--- config.mk ---
export PLATFORM = sky130hd
export DESIGN_NAME = task_id_to_buffer_address_core
export DESIGN_NICKNAME = d
export VERILOG_FILES = /design/src/sv/tidba_pkg.sv /design/src/sv/task_id_to_buffer_address_core.sv /design/src/sv/tidba_ram.sv /design/src/sv/tidba_div.sv
export SDC_FILE = /design/constraint.sdc
export NUM_CORES = 2
export LEC_CHECK = 0
export BUFFER_PORTS_ARGS = -buffer_cell sky130_fd_sc_hd__buf_2
export CORE_MARGIN = 2
export CORE_UTILIZATION = 28
export DETAILED_ROUTE_END_ITERATION = 16
export SYNTH_ARGS = -nofsm -noshare
export SYNTH_HDL_FRONTEND = slang
export SYNTH_HIERARCHICAL = 1
export SYNTH_SLANG_ARGS = --single-unit
--- constraint.sdc ---
create_clock -name clk -period 13.4 [get_ports clk]
set_clock_uncertainty 0.2 [all_clocks]
set_input_delay 1.34 -clock clk [delete_from_list [all_inputs] [get_ports clk]]
set_output_delay 1.34 -clock clk [all_outputs]
set_load 0.02 [all_outputs]
--- src/sv/tidba_pkg.sv ---
`timescale 1ns / 1ps
// Package for the task id to buffer address locator.
// Holds sizes, request and status codes, and the divider result type; no dependencies.
package tidba_pkg;

	localparam int MAX_BUFFERS = 16;
	localparam int IDX_W = (MAX_BUFFERS > 1) ? $clog2(MAX_BUFFERS) : 1;
	localparam int CNT_W = $clog2(MAX_BUFFERS + 1);
	localparam int LIMIT_W = 5;
	localparam int CAP_W = (CNT_W > LIMIT_W) ? CNT_W : LIMIT_W;

	localparam int ID_W = 32;
	localparam int ADDR_W = 32;
	localparam int SIZE_W = 16;
	localparam int DIV_W = 32;
	localparam int DSR_W = 16;
	localparam int DCNT_W = $clog2(DIV_W + 1);

	localparam logic [LIMIT_W-1:0] LIMIT_RESET = LIMIT_W'(16);
	localparam logic [SIZE_W-1:0] BSIZE_RESET = SIZE_W'(4096);
	localparam logic [SIZE_W-1:0] TSIZE_RESET = SIZE_W'(64);

	typedef enum logic [1:0] {
		ACT_RESET = 2'd0,
		ACT_ADD = 2'd1,
		ACT_LOOKUP = 2'd2,
		ACT_NONE = 2'd3
	} action_t;

	typedef enum logic [1:0] {
		STAT_OK = 2'd0,
		STAT_FULL = 2'd1,
		STAT_MISS = 2'd2,
		STAT_CFG = 2'd3
	} status_t;

	typedef enum logic [1:0] {
		REG_LIMIT = 2'd0,
		REG_BSIZE = 2'd1,
		REG_TSIZE = 2'd2,
		REG_NONE = 2'd3
	} reg_index_t;

	typedef struct packed {
		logic done;
		logic [DIV_W-1:0] quotient;
		logic [DSR_W-1:0] remainder;
	} div_res_t;

endpackage

--- src/sv/task_id_to_buffer_address_core.sv ---
`timescale 1ns / 1ps
// Top level of the task id to buffer address locator.
// Depends on tidba_pkg, tidba_div and tidba_ram.
//
// Usage: requests arrive on in_valid/in_stall with action, start_id, buffer_base,
// buffer_tasks and task_id. Each request gives exactly one result on
// out_valid/out_stall carrying status, task_address, range_start and range_end.
// A window reset or buffer add goes from the execute state to the done state,
// which loads its result into the output register. A lookup runs a radix-2
// division of the id offset by tasks per buffer, then reads the buffer table and
// forms the address in the execute state. The first lookup inside the window
// after reset or after a write to buffer_size or task_size first computes tasks
// per buffer with the same divider. The block takes one request at a time.
// The result sits in an output register, so a new request is accepted while a
// stalled result waits; that request finishes its work and then holds until the
// output register is free. Configuration registers are written through wr_en,
// wr_index and wr_data and must only be written while the block is idle.
// Reset empties the window (start 0, end -1), empties the buffer table and loads
// the register defaults: limit 16, buffer size 4096, task size 64.
module task_id_to_buffer_address_core (
	input logic clk,
	input logic arst_n,
	input logic in_valid,
	output logic in_stall,
	input logic [1:0] action,
	input logic signed [31:0] start_id,
	input logic [31:0] buffer_base,
	input logic [15:0] buffer_tasks,
	input logic signed [31:0] task_id,
	output logic out_valid,
	input logic out_stall,
	output logic [1:0] status,
	output logic [31:0] task_address,
	output logic signed [31:0] range_start,
	output logic signed [31:0] range_end,
	input logic wr_en,
	input logic [1:0] wr_index,
	input logic [15:0] wr_data
);

	typedef enum logic [7:0] {
		S_IDLE = 8'b0000_0001,
		S_EXEC = 8'b0000_0010,
		S_CHECK = 8'b0000_0100,
		S_PER = 8'b0000_1000,
		S_START = 8'b0001_0000,
		S_DIV = 8'b0010_0000,
		S_IDX = 8'b0100_0000,
		S_DONE = 8'b1000_0000
	} state_t;

	state_t state_q;

	logic [tidba_pkg::LIMIT_W-1:0] limit_q;
	logic [tidba_pkg::SIZE_W-1:0] bsize_q;
	logic [tidba_pkg::SIZE_W-1:0] tsize_q;
	logic [tidba_pkg::DSR_W-1:0] per_q;
	logic per_valid_q;

	logic [tidba_pkg::ID_W-1:0] wstart_q;
	logic [tidba_pkg::ID_W-1:0] wend_q;
	logic [tidba_pkg::CNT_W-1:0] used_q;

	tidba_pkg::action_t action_q;
	logic [tidba_pkg::ID_W-1:0] start_q;
	logic [tidba_pkg::ADDR_W-1:0] base_q;
	logic [tidba_pkg::SIZE_W-1:0] tasks_q;
	logic [tidba_pkg::ID_W-1:0] tid_q;
	logic [tidba_pkg::DIV_W-1:0] diff_q;
	logic [tidba_pkg::ADDR_W-1:0] prod_q;
	logic add_pending_q;

	tidba_pkg::status_t stat_q;
	logic [tidba_pkg::ADDR_W-1:0] addr_q;

	logic out_valid_q;
	tidba_pkg::status_t out_status_q;
	logic [tidba_pkg::ADDR_W-1:0] out_addr_q;
	logic [tidba_pkg::ID_W-1:0] out_start_q;
	logic [tidba_pkg::ID_W-1:0] out_end_q;

	logic in_acc;
	logic full;
	logic in_window;
	logic [tidba_pkg::CAP_W-1:0] cap;
	logic ram_we;
	logic [tidba_pkg::ADDR_W-1:0] ram_rdata;
	logic div_start;
	logic [tidba_pkg::DIV_W-1:0] div_dividend;
	logic [tidba_pkg::DSR_W-1:0] div_divisor;
	logic idx_over;
	tidba_pkg::div_res_t div_res;

	assign in_stall = (state_q != S_IDLE);
	assign in_acc = in_valid && !in_stall;

	assign cap = (tidba_pkg::CAP_W'(limit_q) < tidba_pkg::CAP_W'(tidba_pkg::MAX_BUFFERS))
		? tidba_pkg::CAP_W'(limit_q) : tidba_pkg::CAP_W'(tidba_pkg::MAX_BUFFERS);
	assign full = tidba_pkg::CAP_W'(used_q) >= cap;

	assign in_window = !($signed(wstart_q) > $signed(wend_q))
		&& !($signed(tid_q) < $signed(wstart_q))
		&& !($signed(tid_q) > $signed(wend_q));

	assign idx_over = div_res.quotient >= tidba_pkg::DIV_W'(used_q);

	assign ram_we = (state_q == S_EXEC) && (action_q == tidba_pkg::ACT_ADD) && !full;

	assign div_start = ((state_q == S_CHECK) && in_window && (tsize_q != '0) && !per_valid_q)
		|| (state_q == S_START);
	assign div_dividend = (state_q == S_CHECK) ? tidba_pkg::DIV_W'(bsize_q) : diff_q;
	assign div_divisor = (state_q == S_CHECK) ? tsize_q : per_q;

	tidba_div u_div (
		.clk(clk),
		.arst_n(arst_n),
		.start(div_start),
		.dividend(div_dividend),
		.divisor(div_divisor),
		.res(div_res)
	);

	tidba_ram #(
		.WIDTH(tidba_pkg::ADDR_W),
		.DEPTH(tidba_pkg::MAX_BUFFERS)
	) u_table (
		.clk(clk),
		.we(ram_we),
		.waddr(used_q[tidba_pkg::IDX_W-1:0]),
		.wdata(base_q),
		.raddr(div_res.quotient[tidba_pkg::IDX_W-1:0]),
		.rdata(ram_rdata)
	);

	always_ff @(posedge clk or negedge arst_n) begin
		if (!arst_n) begin
			limit_q <= tidba_pkg::LIMIT_RESET;
			bsize_q <= tidba_pkg::BSIZE_RESET;
			tsize_q <= tidba_pkg::TSIZE_RESET;
		end else if (wr_en) begin
			unique case (tidba_pkg::reg_index_t'(wr_index))
				tidba_pkg::REG_LIMIT: limit_q <= wr_data[tidba_pkg::LIMIT_W-1:0];
				tidba_pkg::REG_BSIZE: bsize_q <= wr_data;
				tidba_pkg::REG_TSIZE: tsize_q <= wr_data;
				default: ;
			endcase
		end
	end

	always_ff @(posedge clk or negedge arst_n) begin
		if (!arst_n) begin
			state_q <= S_IDLE;
			per_valid_q <= 1'b0;
			wstart_q <= '0;
			wend_q <= '1;
			used_q <= '0;
			out_valid_q <= 1'b0;
		end else begin
			if (out_valid_q && !out_stall && (state_q != S_DONE)) begin
				out_valid_q <= 1'b0;
			end
			if (wr_en && ((tidba_pkg::reg_index_t'(wr_index) == tidba_pkg::REG_BSIZE)
				|| (tidba_pkg::reg_index_t'(wr_index) == tidba_pkg::REG_TSIZE))) begin
				per_valid_q <= 1'b0;
			end
			unique case (state_q)
				S_IDLE: begin
					if (in_acc) begin
						state_q <= (tidba_pkg::action_t'(action) == tidba_pkg::ACT_LOOKUP)
							? S_CHECK : S_EXEC;
					end
				end
				S_EXEC: begin
					state_q <= S_DONE;
					if (action_q == tidba_pkg::ACT_RESET) begin
						wstart_q <= start_q;
						wend_q <= start_q - tidba_pkg::ID_W'(1);
						used_q <= '0;
					end else if (ram_we) begin
						used_q <= used_q + tidba_pkg::CNT_W'(1);
						wend_q <= wend_q + tidba_pkg::ID_W'(tasks_q);
					end
				end
				S_CHECK: begin
					priority if (!in_window || (tsize_q == '0)) begin
						state_q <= S_DONE;
					end else if (!per_valid_q) begin
						state_q <= S_PER;
					end else if (per_q == '0) begin
						state_q <= S_DONE;
					end else begin
						state_q <= S_START;
					end
				end
				S_PER: begin
					if (div_res.done) begin
						per_valid_q <= 1'b1;
						state_q <= S_CHECK;
					end
				end
				S_START: state_q <= S_DIV;
				S_DIV: begin
					if (div_res.done) begin
						state_q <= S_IDX;
					end
				end
				S_IDX: state_q <= idx_over ? S_DONE : S_EXEC;
				S_DONE: begin
					if (!out_valid_q || !out_stall) begin
						out_valid_q <= 1'b1;
						state_q <= S_IDLE;
					end
				end
				default: state_q <= S_IDLE;
			endcase
		end
	end

	// Lookups reuse the execute state to fold the table read into the address.
	always_ff @(posedge clk) begin
		unique case (state_q)
			S_IDLE: begin
				if (in_acc) begin
					action_q <= tidba_pkg::action_t'(action);
					start_q <= start_id;
					base_q <= buffer_base;
					tasks_q <= buffer_tasks;
					tid_q <= task_id;
					stat_q <= tidba_pkg::STAT_OK;
					addr_q <= '0;
					add_pending_q <= 1'b0;
				end
			end
			S_EXEC: begin
				if (add_pending_q) begin
					addr_q <= ram_rdata + prod_q;
				end else if ((action_q == tidba_pkg::ACT_ADD) && full) begin
					stat_q <= tidba_pkg::STAT_FULL;
				end
			end
			S_CHECK: begin
				diff_q <= tid_q - wstart_q;
				if (!in_window) begin
					stat_q <= tidba_pkg::STAT_MISS;
				end else if ((tsize_q == '0) || (per_valid_q && (per_q == '0))) begin
					stat_q <= tidba_pkg::STAT_CFG;
				end
			end
			S_PER: begin
				if (div_res.done) begin
					per_q <= div_res.quotient[tidba_pkg::DSR_W-1:0];
				end
			end
			S_IDX: begin
				prod_q <= tidba_pkg::ADDR_W'(div_res.remainder) * tidba_pkg::ADDR_W'(tsize_q);
				if (idx_over) begin
					stat_q <= tidba_pkg::STAT_MISS;
				end else begin
					add_pending_q <= 1'b1;
				end
			end
			S_DONE: begin
				if (!out_valid_q || !out_stall) begin
					out_status_q <= stat_q;
					out_addr_q <= addr_q;
					out_start_q <= wstart_q;
					out_end_q <= wend_q;
				end
			end
			default: ;
		endcase
	end

	assign out_valid = out_valid_q;
	assign status = out_status_q;
	assign task_address = out_addr_q;
	assign range_start = out_start_q;
	assign range_end = out_end_q;

	assert property (@(posedge clk) disable iff (!arst_n)
		used_q <= tidba_pkg::CNT_W'(tidba_pkg::MAX_BUFFERS))
		else $error("buffer count exceeds table depth");

	assert property (@(posedge clk) disable iff (!arst_n)
		$rose(out_valid) |-> $past(state_q == S_DONE))
		else $error("result presented without a finished request");

	assert property (@(posedge clk) disable iff (!arst_n)
		div_res.done |-> (state_q == S_PER || state_q == S_DIV))
		else $error("divider finished outside a division step");

	assert property (@(posedge clk) disable iff (!arst_n)
		(state_q == S_START) |-> (per_valid_q && per_q != '0))
		else $error("offset division started without a valid divisor");

	assert property (@(posedge clk) disable iff (!arst_n)
		(out_valid && status != tidba_pkg::STAT_OK) |-> (task_address == '0))
		else $error("failed request reports a nonzero address");

endmodule

--- src/sv/tidba_ram.sv ---
`timescale 1ns / 1ps
// Generic single write port RAM with one registered read port.
// Stand-alone; depends on nothing.
module tidba_ram #(
	parameter int WIDTH = 32,
	parameter int DEPTH = 16
) (
	input logic clk,
	input logic we,
	input logic [((DEPTH > 1) ? $clog2(DEPTH) : 1)-1:0] waddr,
	input logic [WIDTH-1:0] wdata,
	input logic [((DEPTH > 1) ? $clog2(DEPTH) : 1)-1:0] raddr,
	output logic [WIDTH-1:0] rdata
);

	logic [WIDTH-1:0] mem_q [DEPTH];

	always_ff @(posedge clk) begin
		if (we) begin
			mem_q[waddr] <= wdata;
		end
		rdata <= mem_q[raddr];
	end

endmodule

--- src/sv/tidba_div.sv ---
`timescale 1ns / 1ps
// Radix-2 restoring divider, one quotient bit per cycle.
// Depends on tidba_pkg for widths and the result struct.
module tidba_div (
	input logic clk,
	input logic arst_n,
	input logic start,
	input logic [tidba_pkg::DIV_W-1:0] dividend,
	input logic [tidba_pkg::DSR_W-1:0] divisor,
	output tidba_pkg::div_res_t res
);

	logic [tidba_pkg::DIV_W-1:0] dvd_q;
	logic [tidba_pkg::DSR_W-1:0] rem_q;
	logic [tidba_pkg::DSR_W-1:0] dsr_q;
	logic [tidba_pkg::DCNT_W-1:0] cnt_q;
	logic done_q;
	logic [tidba_pkg::DSR_W:0] rem_sh;
	logic [tidba_pkg::DSR_W:0] rem_nx;
	logic ge;

	assign rem_sh = {rem_q, dvd_q[tidba_pkg::DIV_W-1]};
	assign ge = rem_sh >= {1'b0, dsr_q};
	assign rem_nx = ge ? (rem_sh - {1'b0, dsr_q}) : rem_sh;

	always_ff @(posedge clk or negedge arst_n) begin
		if (!arst_n) begin
			cnt_q <= '0;
			done_q <= 1'b0;
		end else begin
			done_q <= (cnt_q == tidba_pkg::DCNT_W'(1));
			if (start) begin
				cnt_q <= tidba_pkg::DCNT_W'(tidba_pkg::DIV_W);
			end else if (cnt_q != '0) begin
				cnt_q <= cnt_q - tidba_pkg::DCNT_W'(1);
			end
		end
	end

	always_ff @(posedge clk) begin
		if (start) begin
			dvd_q <= dividend;
			dsr_q <= divisor;
			rem_q <= '0;
		end else if (cnt_q != '0) begin
			dvd_q <= {dvd_q[tidba_pkg::DIV_W-2:0], ge};
			rem_q <= rem_nx[tidba_pkg::DSR_W-1:0];
		end
	end

	assign res.done = done_q;
	assign res.quotient = dvd_q;
	assign res.remainder = rem_q;

endmodule
==> reports/results.ini <==
[finish]
syn_to_final_growth_pct = 14.6
final_common_cell = edfxtp_1
layout_common_cells = edfxtp_1, nand2_1, inv_1
nNetsFinal = 4828
drive_above_1_share = 0.170

[timing]
period_minus_slack_ps = 7390
hold_slack_ps = 219
fmax_ghz = 0.135
max-slew-margin-rel = 0.204
fin_tns_setup_ps = 0
rsz0062_at_grt = no
fin_crit_sh = 0.552
slew_violations = 0
hold_viol_final = 0
tightest_slew_ps = 1190
setup_violations = 0

[clocking]
clock_latency_ps = 760
cts_resized = 0
cts_hold_buffers = 0
cts_num_sinks = 1058
cts_htree_levels = 3
tritoncts.num_buffers = 103
clockBufferDepth = 3
post_cts_buffers = 0
clk_pin_slew_ps = 60
cts_tree = built
root_buffer = clkbuf_16

[yosys]
synth_edf_count = 887
yosys.area.top_type_share = 0.495
synthCells = 3967
yosys.area.top_type = edfxtp_1
syn_avg_cell_area_sq_um = 13.6
ys_warn_count = 6
synthArstFlopShare = 0.116
synth.distinct_cells = 84
synth_seq_cells = 1058
syn_area_sq_mm = 0.0539
synth_area_leaders = edfxtp_1, fa_1, ha_1
seq_area_frac_synth = 0.570
synth_nets = 4582
synthFlopType = edfxtp_1

[placed_design]
place_congestion = 0.877
hpwlAfterDp_mm = 93.6
port_buffers = 236

[global_route]
antenna_found_initial = 21
grt_pass1_wl_mm = 209
overflow = 0
grt_max_degree = 132
grt_use_total = 0.139
grt_pass1_vias = 33191

[critical_path]
crit_path_max_fanout = 19
crit_path_start_kind = register
cp-startpoint = u_div/rem_q[9]
worstPathArrival_ps = 7670
endpoint = prod_q[31]
setup.worst_path.end_class = register
critical_path_class = reg2reg
r2r_cells = 19
crit_required_ps = 13670
r2r_start = u_div/rem_q[9]
reg2reg_to = prod_q[31]
ff2ff_setup_slack_ps = 6010

[floorplanning]
die_area_sq_mm = 0.196
ioPinCount = 237
initial_core_util = 0.283
rows = 160
core_area_sq_mm = 0.191
die_w_microns = 443
die_y_microns = 443

[status]
outcome = complete, no violations

[drt]
first_iter_violations = 2720
drtPass1Iterations = 6
drc_errors = 0
antenna_left = 0
via_per_inst = 4.79
wl_mm = 137
wl_per_cell_microns = 20.1
vias = 32661

[flow_run]
maxCapViolCount = 0

[min_path]
hp-class = reg2reg

[worst max-delay path, stage by stage, from the launching register on]
cell and delay, ps:
dfxtp_1 910, nand2_1 150, fa_1 520, inv_1 50, fa_1 510, fa_1 450, fa_1 530, fa_1 590
inv_1 80, fa_1 540, inv_1 50, ha_1 360, a21o_1 200, a21o_1 180, a21oi_1 160, o21ai_0 130
o41ai_1 960, o311ai_0 250, a21oi_1 220, xnor2_1 90
[registers in the layout, indices dropped and copies added, names as in the netlist, 6 cells and up]
name           flops
u_div/dvd_q       32
base_q            32
diff_q            32
tid_q             32
u_table/mem_q    512
range_end         32
wstart_q          32
task_address      32
addr_q            32
wend_q            32
bsize_q           16
u_div/rem_q       16
range_start       32
tsize_q           16
per_q             16
start_q           32
u_div/dsr_q       16
u_div/cnt_q        6
u_table/rdata     32
prod_q            32
state_q            8
tasks_q           16
[routing by layer]
layer | GRT usage | routed length, microns | up-vias | part of all wire
li1 | - | - | 14946 | -
met1 | 0.176 | 56700 | 16644 | 0.41
met3 | 0.0191 | 6200 | 215 | 0.045
met2 | 0.242 | 69200 | 854 | 0.50
met4 | 0.0534 | 5310 | 2 | 0.039
met5 | 0 | 13 | - | 0.000095
[per-stage QoR]
step / area [sq um] / utilization / setup WS [ps] / instances
after floorplan: 53900 / - / 6640 / 3967
after global placement: 58200 / 0.305 / 6040 / 6619
after detailed placement: 58200 / 0.305 / 6000 / 6619
after CTS: 61700 / 0.324 / 5970 / 6810
after global routing: 61700 / 0.324 / 5540 / 6816
final: 61700 / 0.324 / 6010 / 6822
[cell type report]
type / instances / area (sq um)
well taps: 2511 / 3140
diodes: 12 / 30.0
fillers: 18744 / 129000
flip-flops and latches: 1058 / 30700
repair buffers: 285 / 1580
clock inverters: 53 / 708
multi-input cells: 2406 / 21400
clock buffers: 138 / 2810
inverters: 359 / 1350
[logic make-up (layout without fill, tap and decap cells)]
logic type / after synthesis / after routing / share of synthesized area
compound gates: 596 / 596 / 0.0751
xor+xnor: 133 / 133 / 0.0216
mux: 200 / 200 / 0.0685
simple gates: 999 / 999 / 0.0893
buf+inv: 503 / 835 / 0.0363
flops: 1058 / 1058 / 0.570
other cells: 0 / 12 / 0
fa+ha+maj: 478 / 478 / 0.139
[worst min-delay path by stage]
stage                from  cells after the start  slack, ps               end
3_5_place_dp   addr_q[29]                      0        200  task_address[29]
3_3_place_gp   addr_q[30]                      0        200  task_address[30]
5_1_grt        addr_q[28]                      0        230  task_address[28]
6_report       addr_q[27]                      0        220  task_address[27]
4_1_cts        addr_q[28]                      0        220  task_address[28]
2_1_floorplan   stat_q[0]                      0        200         status[0]
[synthesized netlist by cell type, types with 24 or more instances]
library cell,count
edfxtp_1,887
nand2_1,414
inv_1,358
ha_1,280
fa_1,198
nor2_1,146
and2_1,145
mux4_2,128
a21oi_1,122
o21ai_0,109
clkbuf_1,106
a21o_1,89
dfrtp_1,87
xnor2_1,85
a22oi_1,69
mux2_2,69
nand3_1,56
nor3_1,52
dfxtp_1,48
xor2_1,48
dfstp_2,36
nor4_1,36
a211oi_1,32
nand4_1,26
nor2b_1,25
nand2b_1,24
Power is left out: the tool's default activity adds up to more than one toggle a clock period on the data nets, which glitch-free logic cannot reach.
